### src/rtl/apos_pkg.sv
// Package for the alternating pulse output sequencer.
// Holds register indexes, mode and channel codes, reset values and fixed levels.
// No dependencies.
package apos_pkg;

  // Configuration register indexes
  localparam int unsigned CfgIdxW = 3;
  localparam int unsigned CfgDataW = 16;
  localparam logic [CfgIdxW-1:0] RegRestFactor = 3'd0;
  localparam logic [CfgIdxW-1:0] RegPeakFactor = 3'd1;
  localparam logic [CfgIdxW-1:0] RegBaseTicks  = 3'd2;
  localparam logic [CfgIdxW-1:0] RegRunMode    = 3'd3;
  localparam logic [CfgIdxW-1:0] RegRampStep   = 3'd4;

  // Configuration reset values
  localparam logic [7:0]  RestFactorRst = 8'd63;
  localparam logic [7:0]  PeakFactorRst = 8'd33;
  localparam logic [15:0] BaseTicksRst  = 16'd4097;
  localparam logic [1:0]  RunModeRst    = 2'd0;
  localparam logic [3:0]  RampStepRst   = 4'd10;

  // Run modes
  localparam logic [1:0] ModeRamp     = 2'd0;
  localparam logic [1:0] ModeExternal = 2'd1;

  // Active channel codes
  localparam logic [1:0] ChanNone    = 2'd0;
  localparam logic [1:0] ChanInvalid = 2'd1;
  localparam logic [1:0] ChanA       = 2'd2;
  localparam logic [1:0] ChanB       = 2'd3;

  // Fixed levels and counts
  localparam logic [2:0]  HoldEvents = 3'd5;
  localparam logic [11:0] RampTop    = 12'd4080;
  localparam logic [11:0] InvertBase = 12'd3300;
  localparam logic [7:0]  UnitFactor = 8'd1;

endpackage

### src/rtl/alternating_pulse_output_sequencer.sv
// Alternating pulse output sequencer: phase state, DAC ramp and timer reload; uses apos_pkg.
// An accepted transaction is captured in the input register, then one pass of phase
// logic and the reload multiplier writes its result into the result register.
// Throughput: one transaction per cycle while the result side is not stalled; the result
// register and input register decouple the two sides. Reset clears all sequencer state
// and restores the configuration defaults; there is no clearing pass.
module alternating_pulse_output_sequencer (
  input  logic                              clk_i,
  input  logic                              rst_ni,
  // configuration write channel
  input  logic                              cfg_valid_i,
  output logic                              cfg_ready_o,
  input  logic [apos_pkg::CfgIdxW-1:0]      cfg_index_i,
  input  logic [apos_pkg::CfgDataW-1:0]     cfg_data_i,
  // input channel
  input  logic                              in_valid_i,
  output logic                              in_ready_o,
  input  logic [11:0]                       external_level_i,
  // result channel
  output logic                              out_valid_o,
  input  logic                              out_ready_i,
  output logic [11:0]                       dac_value_o,
  output logic                              dac_write_o,
  output logic                              gate_pin_o,
  output logic                              channel_a_pin_o,
  output logic                              channel_b_pin_o,
  output logic [15:0]                       reload_value_o,
  output logic                              reload_write_o,
  output logic                              pwm_enable_o,
  output logic                              period_done_o
);

  // Configuration registers
  logic [7:0]  rest_factor_q;
  logic [7:0]  peak_factor_q;
  logic [15:0] base_ticks_q;
  logic [1:0]  run_mode_q;
  logic [3:0]  ramp_step_q;

  assign cfg_ready_o = 1'b1;

  always_ff @(posedge clk_i or negedge rst_ni) begin
    if (!rst_ni) begin
      rest_factor_q <= apos_pkg::RestFactorRst;
      peak_factor_q <= apos_pkg::PeakFactorRst;
      base_ticks_q  <= apos_pkg::BaseTicksRst;
      run_mode_q    <= apos_pkg::RunModeRst;
      ramp_step_q   <= apos_pkg::RampStepRst;
    end else if (cfg_valid_i) begin
      unique case (cfg_index_i)
        apos_pkg::RegRestFactor: rest_factor_q <= cfg_data_i[7:0];
        apos_pkg::RegPeakFactor: peak_factor_q <= cfg_data_i[7:0];
        apos_pkg::RegBaseTicks:  base_ticks_q  <= cfg_data_i;
        apos_pkg::RegRunMode:    run_mode_q    <= cfg_data_i[1:0];
        apos_pkg::RegRampStep:   ramp_step_q   <= cfg_data_i[3:0];
        default: ;
      endcase
    end
  end

  // Input register and flow control
  logic        in_valid_q;
  logic [11:0] ext_q;
  logic        out_valid_q;
  logic        advance;

  assign advance    = in_valid_q && (!out_valid_q || out_ready_i);
  assign in_ready_o = !in_valid_q || advance;

  always_ff @(posedge clk_i or negedge rst_ni) begin
    if (!rst_ni) begin
      in_valid_q <= 1'b0;
    end else if (in_ready_o) begin
      in_valid_q <= in_valid_i;
    end
  end

  always_ff @(posedge clk_i) begin
    if (in_valid_i && in_ready_o) begin
      ext_q <= external_level_i;
    end
  end

  // Sequencer state
  logic [2:0]  hold_count_q, hold_count_d;
  logic [1:0]  active_ch_q, active_ch_d;
  logic        voltage_on_q, voltage_on_d;
  logic        gate_q, gate_d;
  logic        polarity_q, polarity_d;
  logic [11:0] ramp_level_q, ramp_level_d;
  logic        ramp_down_q, ramp_down_d;
  logic [11:0] dac_hold_q, dac_hold_d;

  // Ramp move for the positive pulse, saturated to the 12-bit range
  logic [12:0] ramp_sum;
  logic [11:0] ramp_up_lvl;
  logic [11:0] ramp_dn_lvl;
  logic [11:0] ramp_new;
  logic        ramp_dir1;
  logic        ramp_dir2;
  logic [11:0] invert_lvl;

  assign ramp_sum    = {1'b0, ramp_level_q} + 13'(ramp_step_q);
  assign ramp_up_lvl = ramp_sum[12] ? 12'hFFF : ramp_sum[11:0];
  assign ramp_dn_lvl = (ramp_level_q < 12'(ramp_step_q)) ? 12'd0
                                                         : ramp_level_q - 12'(ramp_step_q);
  assign ramp_new    = ramp_down_q ? ramp_dn_lvl : ramp_up_lvl;
  assign ramp_dir1   = ramp_down_q ^ (ramp_new > apos_pkg::RampTop);
  assign ramp_dir2   = ramp_dir1 ^ (ramp_dir1 && (ramp_new < 12'(ramp_step_q)));

  // Inverted pulse level, clamped at zero
  assign invert_lvl = (ramp_level_q >= apos_pkg::InvertBase) ? 12'd0
                                                             : apos_pkg::InvertBase - ramp_level_q;

  // Phase logic
  logic [7:0] factor_sel;
  logic       dwr, rwr, pwm, done;

  always_comb begin
    hold_count_d = hold_count_q;
    active_ch_d  = active_ch_q;
    voltage_on_d = voltage_on_q;
    gate_d       = gate_q;
    polarity_d   = polarity_q;
    ramp_level_d = ramp_level_q;
    ramp_down_d  = ramp_down_q;
    dac_hold_d   = dac_hold_q;
    factor_sel   = apos_pkg::UnitFactor;
    dwr          = 1'b0;
    rwr          = 1'b0;
    pwm          = 1'b0;
    done         = 1'b0;

    if (hold_count_q != 3'd0) begin
      // count down the hold
      hold_count_d = hold_count_q - 3'd1;
    end else if (active_ch_q != apos_pkg::ChanNone) begin
      if (voltage_on_q) begin
        // voltage off
        gate_d       = 1'b0;
        dac_hold_d   = 12'd0;
        dwr          = 1'b1;
        rwr          = 1'b1;
        voltage_on_d = 1'b0;
      end else begin
        // channel off, then hold
        active_ch_d  = apos_pkg::ChanNone;
        factor_sel   = rest_factor_q;
        rwr          = 1'b1;
        hold_count_d = apos_pkg::HoldEvents;
        done         = 1'b1;
      end
    end else if (!gate_q) begin
      // pre-open
      gate_d     = 1'b1;
      dac_hold_d = 12'd0;
      dwr        = 1'b1;
      rwr        = 1'b1;
    end else begin
      // output on, alternate channels
      gate_d = 1'b0;
      if (polarity_q) begin
        if (run_mode_q == apos_pkg::ModeRamp) begin
          ramp_level_d = ramp_new;
          ramp_down_d  = ramp_dir2;
          dac_hold_d   = ramp_new;
        end else if (run_mode_q == apos_pkg::ModeExternal) begin
          dac_hold_d = ext_q;
        end
        polarity_d  = 1'b0;
        active_ch_d = apos_pkg::ChanB;
      end else begin
        if (run_mode_q == apos_pkg::ModeRamp) begin
          dac_hold_d = invert_lvl;
        end else if (run_mode_q == apos_pkg::ModeExternal) begin
          dac_hold_d = ext_q;
        end
        polarity_d  = 1'b1;
        active_ch_d = apos_pkg::ChanA;
      end
      dwr          = 1'b1;
      voltage_on_d = 1'b1;
      factor_sel   = peak_factor_q;
      rwr          = 1'b1;
      pwm          = 1'b1;
    end
  end

  // Timer reload: factor*base/8-1, saturated to 16 bits; zero if no reload or quotient is 0
  logic [23:0] product;
  logic [20:0] quot;
  logic [20:0] quot_m1;
  logic [15:0] reload;

  assign product = 24'(factor_sel) * 24'(base_ticks_q);
  assign quot    = product[23:3];
  assign quot_m1 = quot - 21'd1;

  always_comb begin
    if (!rwr || quot == 21'd0) begin
      reload = 16'd0;
    end else if (quot_m1[20:16] != 5'd0) begin
      reload = 16'hFFFF;
    end else begin
      reload = quot_m1[15:0];
    end
  end

  // Commit state on each processed transaction
  always_ff @(posedge clk_i or negedge rst_ni) begin
    if (!rst_ni) begin
      hold_count_q <= 3'd0;
      active_ch_q  <= apos_pkg::ChanNone;
      voltage_on_q <= 1'b0;
      gate_q       <= 1'b0;
      polarity_q   <= 1'b0;
      ramp_level_q <= 12'd0;
      ramp_down_q  <= 1'b0;
      dac_hold_q   <= 12'd0;
    end else if (advance) begin
      hold_count_q <= hold_count_d;
      active_ch_q  <= active_ch_d;
      voltage_on_q <= voltage_on_d;
      gate_q       <= gate_d;
      polarity_q   <= polarity_d;
      ramp_level_q <= ramp_level_d;
      ramp_down_q  <= ramp_down_d;
      dac_hold_q   <= dac_hold_d;
    end
  end

  // Result register
  always_ff @(posedge clk_i or negedge rst_ni) begin
    if (!rst_ni) begin
      out_valid_q <= 1'b0;
    end else if (advance) begin
      out_valid_q <= 1'b1;
    end else if (out_ready_i) begin
      out_valid_q <= 1'b0;
    end
  end

  logic [11:0] dac_value_q;
  logic        dac_write_q, gate_pin_q, chan_a_q, chan_b_q;
  logic [15:0] reload_value_q;
  logic        reload_write_q, pwm_enable_q, period_done_q;

  always_ff @(posedge clk_i) begin
    if (advance) begin
      dac_value_q    <= dac_hold_d;
      dac_write_q    <= dwr;
      gate_pin_q     <= gate_d;
      chan_a_q       <= (active_ch_d == apos_pkg::ChanA);
      chan_b_q       <= (active_ch_d == apos_pkg::ChanB);
      reload_value_q <= reload;
      reload_write_q <= rwr;
      pwm_enable_q   <= pwm;
      period_done_q  <= done;
    end
  end

  assign out_valid_o     = out_valid_q;
  assign dac_value_o     = dac_value_q;
  assign dac_write_o     = dac_write_q;
  assign gate_pin_o      = gate_pin_q;
  assign channel_a_pin_o = chan_a_q;
  assign channel_b_pin_o = chan_b_q;
  assign reload_value_o  = reload_value_q;
  assign reload_write_o  = reload_write_q;
  assign pwm_enable_o    = pwm_enable_q;
  assign period_done_o   = period_done_q;

`ifndef SYNTHESIS
  // A hold is only loaded after the channel is dropped
  a_hold_idle: assert property (@(posedge clk_i) disable iff (!rst_ni)
    (hold_count_q != 3'd0) |-> (active_ch_q == apos_pkg::ChanNone && !voltage_on_q))
    else $error("hold count running with an active channel");

  a_hold_max: assert property (@(posedge clk_i) disable iff (!rst_ni)
    hold_count_q <= apos_pkg::HoldEvents)
    else $error("hold count above load value");

  // Voltage on needs a channel, and never the unused code
  a_volt_chan: assert property (@(posedge clk_i) disable iff (!rst_ni)
    voltage_on_q |-> (active_ch_q == apos_pkg::ChanA || active_ch_q == apos_pkg::ChanB))
    else $error("voltage on without a valid channel");

  a_chan_code: assert property (@(posedge clk_i) disable iff (!rst_ni)
    active_ch_q != apos_pkg::ChanInvalid)
    else $error("unused channel code reached");

  // A pulse start writes the DAC and reloads the timer, with a channel raised
  a_pwm_res: assert property (@(posedge clk_i) disable iff (!rst_ni)
    (out_valid_q && pwm_enable_q) |->
      (dac_write_q && reload_write_q && (chan_a_q ^ chan_b_q) && !gate_pin_q))
    else $error("pulse start result inconsistent");
`endif

endmodule
### config.mk
export PLATFORM = sky130hd
export DESIGN_NAME = alternating_pulse_output_sequencer
export DESIGN_NICKNAME = d
export VERILOG_FILES = /design/src/rtl/apos_pkg.sv /design/src/rtl/alternating_pulse_output_sequencer.sv
export SDC_FILE = /design/constraint.sdc
export NUM_CORES = 1
export LEC_CHECK = 0
export ABC_AREA = 1
export BUFFER_PORTS_ARGS = -buffer_cell sky130_fd_sc_hd__clkbuf_2
export CAP_MARGIN = 15
export CORE_UTILIZATION = 45
export DETAILED_ROUTE_END_ITERATION = 8
export GPL_ROUTABILITY_DRIVEN = 0
export MAX_ROUTING_LAYER = met4
export PLACE_DENSITY = 0.71
export SLEW_MARGIN = 5
export SYNTH_ARGS = -nofsm -noshare
export SYNTH_HDL_FRONTEND = slang
export SYNTH_SLANG_ARGS = --single-unit
### constraint.sdc
create_clock -name clk_i -period 8.4 [get_ports clk_i]
set_input_delay 0.42 -clock clk_i [delete_from_list [all_inputs] [get_ports clk_i]]
set_output_delay 0.42 -clock clk_i [all_outputs]
set_load 0.005 [all_outputs]
==> impl_metrics.ini, run 1 <==
[sta]
worst_pin_slew_ps = 1052
min_period_over_period_pct = 84.76
setup_viol = 0
drv_slew = 0
relSlewSlack_pct = 29.75
tns_ps = 0
worst_hold_slack_ps = 121.9
fin_skew_ps = 9.854
period_needed_ps = 7120
rsz0062_at_grt = false
fmaxAchievable_mhz = 140.5
hold_viol = 0

[pwr]
pwr-share-clk_pct = 15.2
irDropWorstVdd_uv = 180.9
p_comb_share_pct = 64.6
pwr-share-seq_pct = 20.2
power_density_mw_per_mm2 = 376.5
swShare_pct = 50.74
internal_power_mw = 2.268
p_leak_nw = 6.426
p_sw_mw = 2.337

[place]
post-dp-hpwl_um = 20600
placedCellCount = 1835
io_buffers = 72

[layout]
fin_cells = 1867
fill_cells = 2249
multiInputGateArea_mm2 = 0.006654
nets = 1713
drive_gt1_share_pct = 10.85
final_core_util_pct = 51.50
regArea_mm2 = 0.003253
syn2layout_area_growth_pct = 10.71
n_antenna_cell = 0

[yosys]
netlist_instances = 1479
seq_area_frac_synth_pct = 29.45
synth_top_area_cell = fa_1
synth_top_area_share_pct = 15.58
syn_avg_cell_area_um2 = 7.470
synth_area_leaders = fa_1 16%, dfrtp_1 14%, edfxtp_1 13%
synth-main-ff-cell = dfrtp_1
synth_edf_count = 47
synth-warning-count = 0
synth-seq-cells = 120
syn_nets = 1656
syn_area_mm2 = 0.01105
ys_types = 44
async_reset_ff_share_pct = 60.83

[clock_tree]
cts_max_level = 4
cts_sinks = 120
cts_resized = 0
numCtsBuffers = 17
clock_path_buffers = 2
clockRootBuffer = clkbuf_16
cts_setup_buffers = 0
clk_latency_ps = 430
path_clk_slew_ps = 60
ctsHoldBuffers = 0
tritoncts = built

[die]
die_h_um = 158.7
fp.dieW_um = 158.7
boundaryPins = 74
start_util_pct = 46.51
core_area_mm2 = 0.02375
die-area_mm2 = 0.02518
rows = 56

[critical_path]
start_kind = register
path_delay_family = adder cells
cp.arrival_ps = 7260
critPathBufInv = 5
slowest_stage = fa_1
worstSetupPathType = reg -> reg
end_kind = register
cp_common_cell = nand2_1
crit_required_ps = 8540
worst-path-max-fanout = 16
slowest_delay_ps = 590

[drt]
wl_per_cell_um = 14.36
viasPerCell = 5.152
routed-via-count = 9619
drt-pass1-iter-count = 5
antenna_left = 0
routed_wl_um = 26820
drt_iter0_drc = 886
route.detailed.drc = 0

[hold_path]
min_path_type = in -> async

[grt]
grt_max_degree = 74
grt_pass1_vias = 9443
grt_overflow = 0
antenna_found_initial = 0
grt_pass1_wl_um = 44840
track_usage_pct = 23.46

[flow_run]
drv_cap = 0

[outcome]
status = completed
## registers in the layout (all words and copies together) (netlist names), 4 cells and up
signal and cells:
base_ticks_q 16, ext_q 12, peak_factor_q 8, dac_hold_q 12, ramp_step_q 4, ramp_level_q 12
dac_value_o 12, reload_value_o 16, rest_factor_q 8
## power by group through the flow
stage | clock (mW) | combinational, mW | sequential (mW)
after floorplan | 0 | 2.30 | 0.913
after global placement | 0 | 2.90 | 0.935
after detailed placement | 0 | 2.95 | 0.937
after CTS | 0.712 | 2.98 | 0.929
after global routing | 0.734 | 3.40 | 0.949
final | 0.701 | 2.98 | 0.929
## per-layer routing
layer	track usage (%)	part of all wire (%)	up-vias
met5	-	0	-
met3	3.511	5.6	57
met4	7.784	2.3	0
met1	28.47	43	4544
li1	-	-	4705
met2	39.93	49	313
## synthesized netlist by cell type (3+ instances only)
cell / count
a21oi_1: 39
a31oi_1: 4
clkbuf_1: 30
dfrtp_1: 61
dfstp_2: 12
edfxtp_1: 47
fa_1: 86
ha_1: 55
inv_1: 258
inv_2: 3
nand2_1: 363
nand2_2: 14
nand3_1: 62
nand3_2: 6
nand4_1: 18
nor2_1: 223
nor2_2: 20
nor2_4: 3
nor3_1: 7
o211ai_1: 3
o21a_1: 8
o21ai_0: 77
o221ai_1: 7
o22ai_1: 14
o31ai_1: 4
xnor2_1: 6
xor2_1: 28
## logic make-up after synthesis
family,Yosys count,share of synthesized area [%]
compound gates,161,8.188
xor+xnor,34,2.695
fa+ha+maj,141,21.81
buf+inv,299,10.33
flops,120,29.44
other cells,1,0.03394
simple gates,723,27.50
## per-stage QoR
stage / instance area, um^2 / worst slack [ps] / total power, mW
after floorplan: 11050 / 2415 / 3.217
final: 12230 / 1280 / 4.605
after global routing: 12230 / 657.8 / 5.088
after detailed placement: 11660 / 1311 / 3.888
after global placement: 11660 / 1424 / 3.834
after CTS: 12220 / 1289 / 4.616
## worst paths after layout
kind,from,end,slack (ps),cells past startpoint
setup / recovery,hold_count_q[0],reload_value_o[1],1280,30
hold / removal,rst_ni,ramp_level_q[7],120,1
setup reg to reg,hold_count_q[0],reload_value_o[1],1280,30
hold reg to reg,rest_factor_q[6],rest_factor_q[6],490,2
max in group asynchronous,rst_ni,peak_factor_q[7],7610,1
min in group clk_i,external_level_i[7],ext_q[7],180,1
## area by class of cell
class	instances	share of cell area [%]
sequential	120	26.60
timing repair buffer	73	3.059
clock buffer	17	3.478
clock inverter	14	1.095
multi-input combinational	1060	54.40
tap	319	3.263
inverter	264	8.112
## placed cells by master, fill, tap and decap left out, drive strengths merged
| master | instances |
|---|---|
| o21bai | 1 |
| and3 | 1 |
| inv | 262 |
| clkinvlp | 5 |
| o31ai | 4 |
| conb | 1 |
| buf | 2 |
| xor2 | 28 |
| o21a | 8 |
| fa | 86 |
| nand4 | 18 |
| bufinv | 2 |
| nand3b | 2 |
| a21boi | 1 |
| o21ai | 79 |
| clkinv | 9 |
| nand2 | 377 |
| dfstp | 12 |
| clkbuf | 88 |
| dfrtp | 61 |
| and2 | 1 |
| xnor2 | 6 |
| nor2 | 246 |
| a31oi | 4 |
| edfxtp | 47 |
| ha | 55 |
| o22ai | 14 |
| o221ai | 7 |
| nor3 | 9 |
| a21oi | 40 |
| nand3 | 69 |
| o211ai | 3 |
No activity file was read; power rests on OpenSTA's default activity.
==> run 2, diff against run 1 <==
Settings changed: PLACE_DENSITY 0.71 to 0.74.
Clock period 8.4 ns to 6.3 ns, I/O delays scaled along.
==> impl_metrics.ini, run 2 (same netlist as run 1, synthesis figures left out) <==
[drt]
route.met3.wl_um = 2263
drt_iter0_drc = 925
route.detailed.drc = 0
highest_layer = met4
drt-pass1-iter-count = 6
wl_met2_um = 15420
wl_per_cell_um = 15.81
routed_wl_um = 31030
antenna_left = 0
viasPerCell = 5.340
wl_met1_um = 12370
routed-via-count = 10482

[die]
die-area_mm2 = 0.02518
fp.dieW_um = 158.7
core_area_mm2 = 0.02375
boundaryPins = 74
die_h_um = 158.7
start_util_pct = 46.51
rows = 56

[layout]
final_core_util_pct = 57.77
syn2layout_area_growth_pct = 24.20
final_cell_mix = 322 x nand2_1, 242 x inv_1, 180 x nor2_1
n_antenna_cell = 0
drive_gt1_share_pct = 24.03
fin_cells = 1963
nets = 1808
final_common_cell = nand2_1

[clock_tree]
clk_latency_ps = 430
clock_path_buffers = 2
cts_max_level = 4
cts_sinks = 120
numCtsBuffers = 17
clockRootBuffer = clkbuf_16
tritoncts = built
path_clk_slew_ps = 60

[critical_path]
cp_common_cell = nand2_2
cp.arrival_ps = 6410
worstSetupPathType = reg -> reg
crit_required_ps = 6470
end_kind = register
startpoint = active_ch_q[1]
timing.rr.start = active_ch_q[1]
slowest_delay_ps = 560
start_kind = register
slowest_stage = fa_1
worst-path-max-fanout = 8

[sta]
worst_pin_slew_ps = 1079
setup_ws_ps = 59.80
tns_ps = 0
relSlewSlack_pct = 27.93
min_period_over_period_pct = 99.05
period_needed_ps = 6240
fin_skew_ps = 12.73
worst_hold_slack_ps = 14.54
setup_viol = 0
drv_slew = 0
hold_viol = 0
rsz0062_at_grt = true
fmaxAchievable_mhz = 160.3

[grt]
track_usage_pct = 24.39
grt_overflow = 0
grt_pass1_wl_um = 46390
grt_pass1_vias = 9863
antenna_found_initial = 0
grt_max_degree = 74

[outcome]
status = completed

[place]
io_buffers = 72
placedCellCount = 1898
post-dp-hpwl_um = 21460
pre_cts_ws_ps = -303.3

[pwr]
irDropWorstVdd_uv = 281.1
p_leak_nw = 7.037
power_density_mw_per_mm2 = 577.6

[hold_path]
min_path_type = in -> async

[flow_run]
drv_cap = 0
## run 2: path summary, 6_finish.rpt
path                                      endpoint  slack (ps)  cells after the start
worst min-delay path               ramp_level_q[7]          10                      1
max in group asynchronous          base_ticks_q[6]        5620                      1
worst max register to register  reload_value_o[15]          60                     34
worst max-delay path            reload_value_o[15]          60                     34
min in group clk_i                        ext_q[8]          70                      1
worst min register to register    rest_factor_q[5]         490                      2
## run 2: critical path: cells and delay by family, from the launching register on
kind | cells | cell delay, ps
adder cells (fa/ha/maj) | 5 | 2410
buffers and inverters | 9 | 960
AO/OA/AOI/OAI | 2 | 350
flip-flops | 1 | 420
AND/OR/NAND/NOR | 18 | 1840
## run 2: repair_timing
item / 4_1_cts / 5_1_grt
resized for setup: 14 / 175
hold buffers: 0 / 0
pin swaps: 3 / 51
gates cloned: 1 / 7
endpoints found under the setup margin: 16 / 16
buffers inserted: 2 / 23
## run 2: through the flow
stage | area (um^2) | power [mW]
2_1_floorplan | 11050 | 4.289
3_5_place_dp | 12160 | 5.764
3_3_place_gp | 12160 | 5.648
4_1_cts | 12810 | 6.816
5_1_grt | 13720 | 8.555
6_report | 13720 | 7.925
## run 2: cell type report
cell class | instances | area (um^2)
Sequential cell | 120 | 3253
Fill cell | 2018 | 10030
Clock inverter | 12 | 128.9
Timing Repair Buffer | 162 | 1106
Multi-Input combinational cell | 1066 | 7396
Inverter | 264 | 1002
Clock buffer | 20 | 436.7
Tap cell | 319 | 399.1
## run 2: where the power goes
| part | leakage [nW] | total [mW] | switching, mW | internal [mW] |
|---|---|---|---|---|
| Sequential | 1.36 | 1.25 | 0.147 | 1.10 |
| Clock | 0.272 | 0.952 | 0.371 | 0.581 |
| Combinational | 5.41 | 5.72 | 3.41 | 2.31 |
| Total | 7.04 | 7.93 | 3.93 | 3.99 |
## run 2: routing by layer
layer  up-vias  track usage, %
met5         -               -
met4         0           10.07
li1       4928               -
met2       428           41.67
met1      5042           28.22
met3        84           4.409
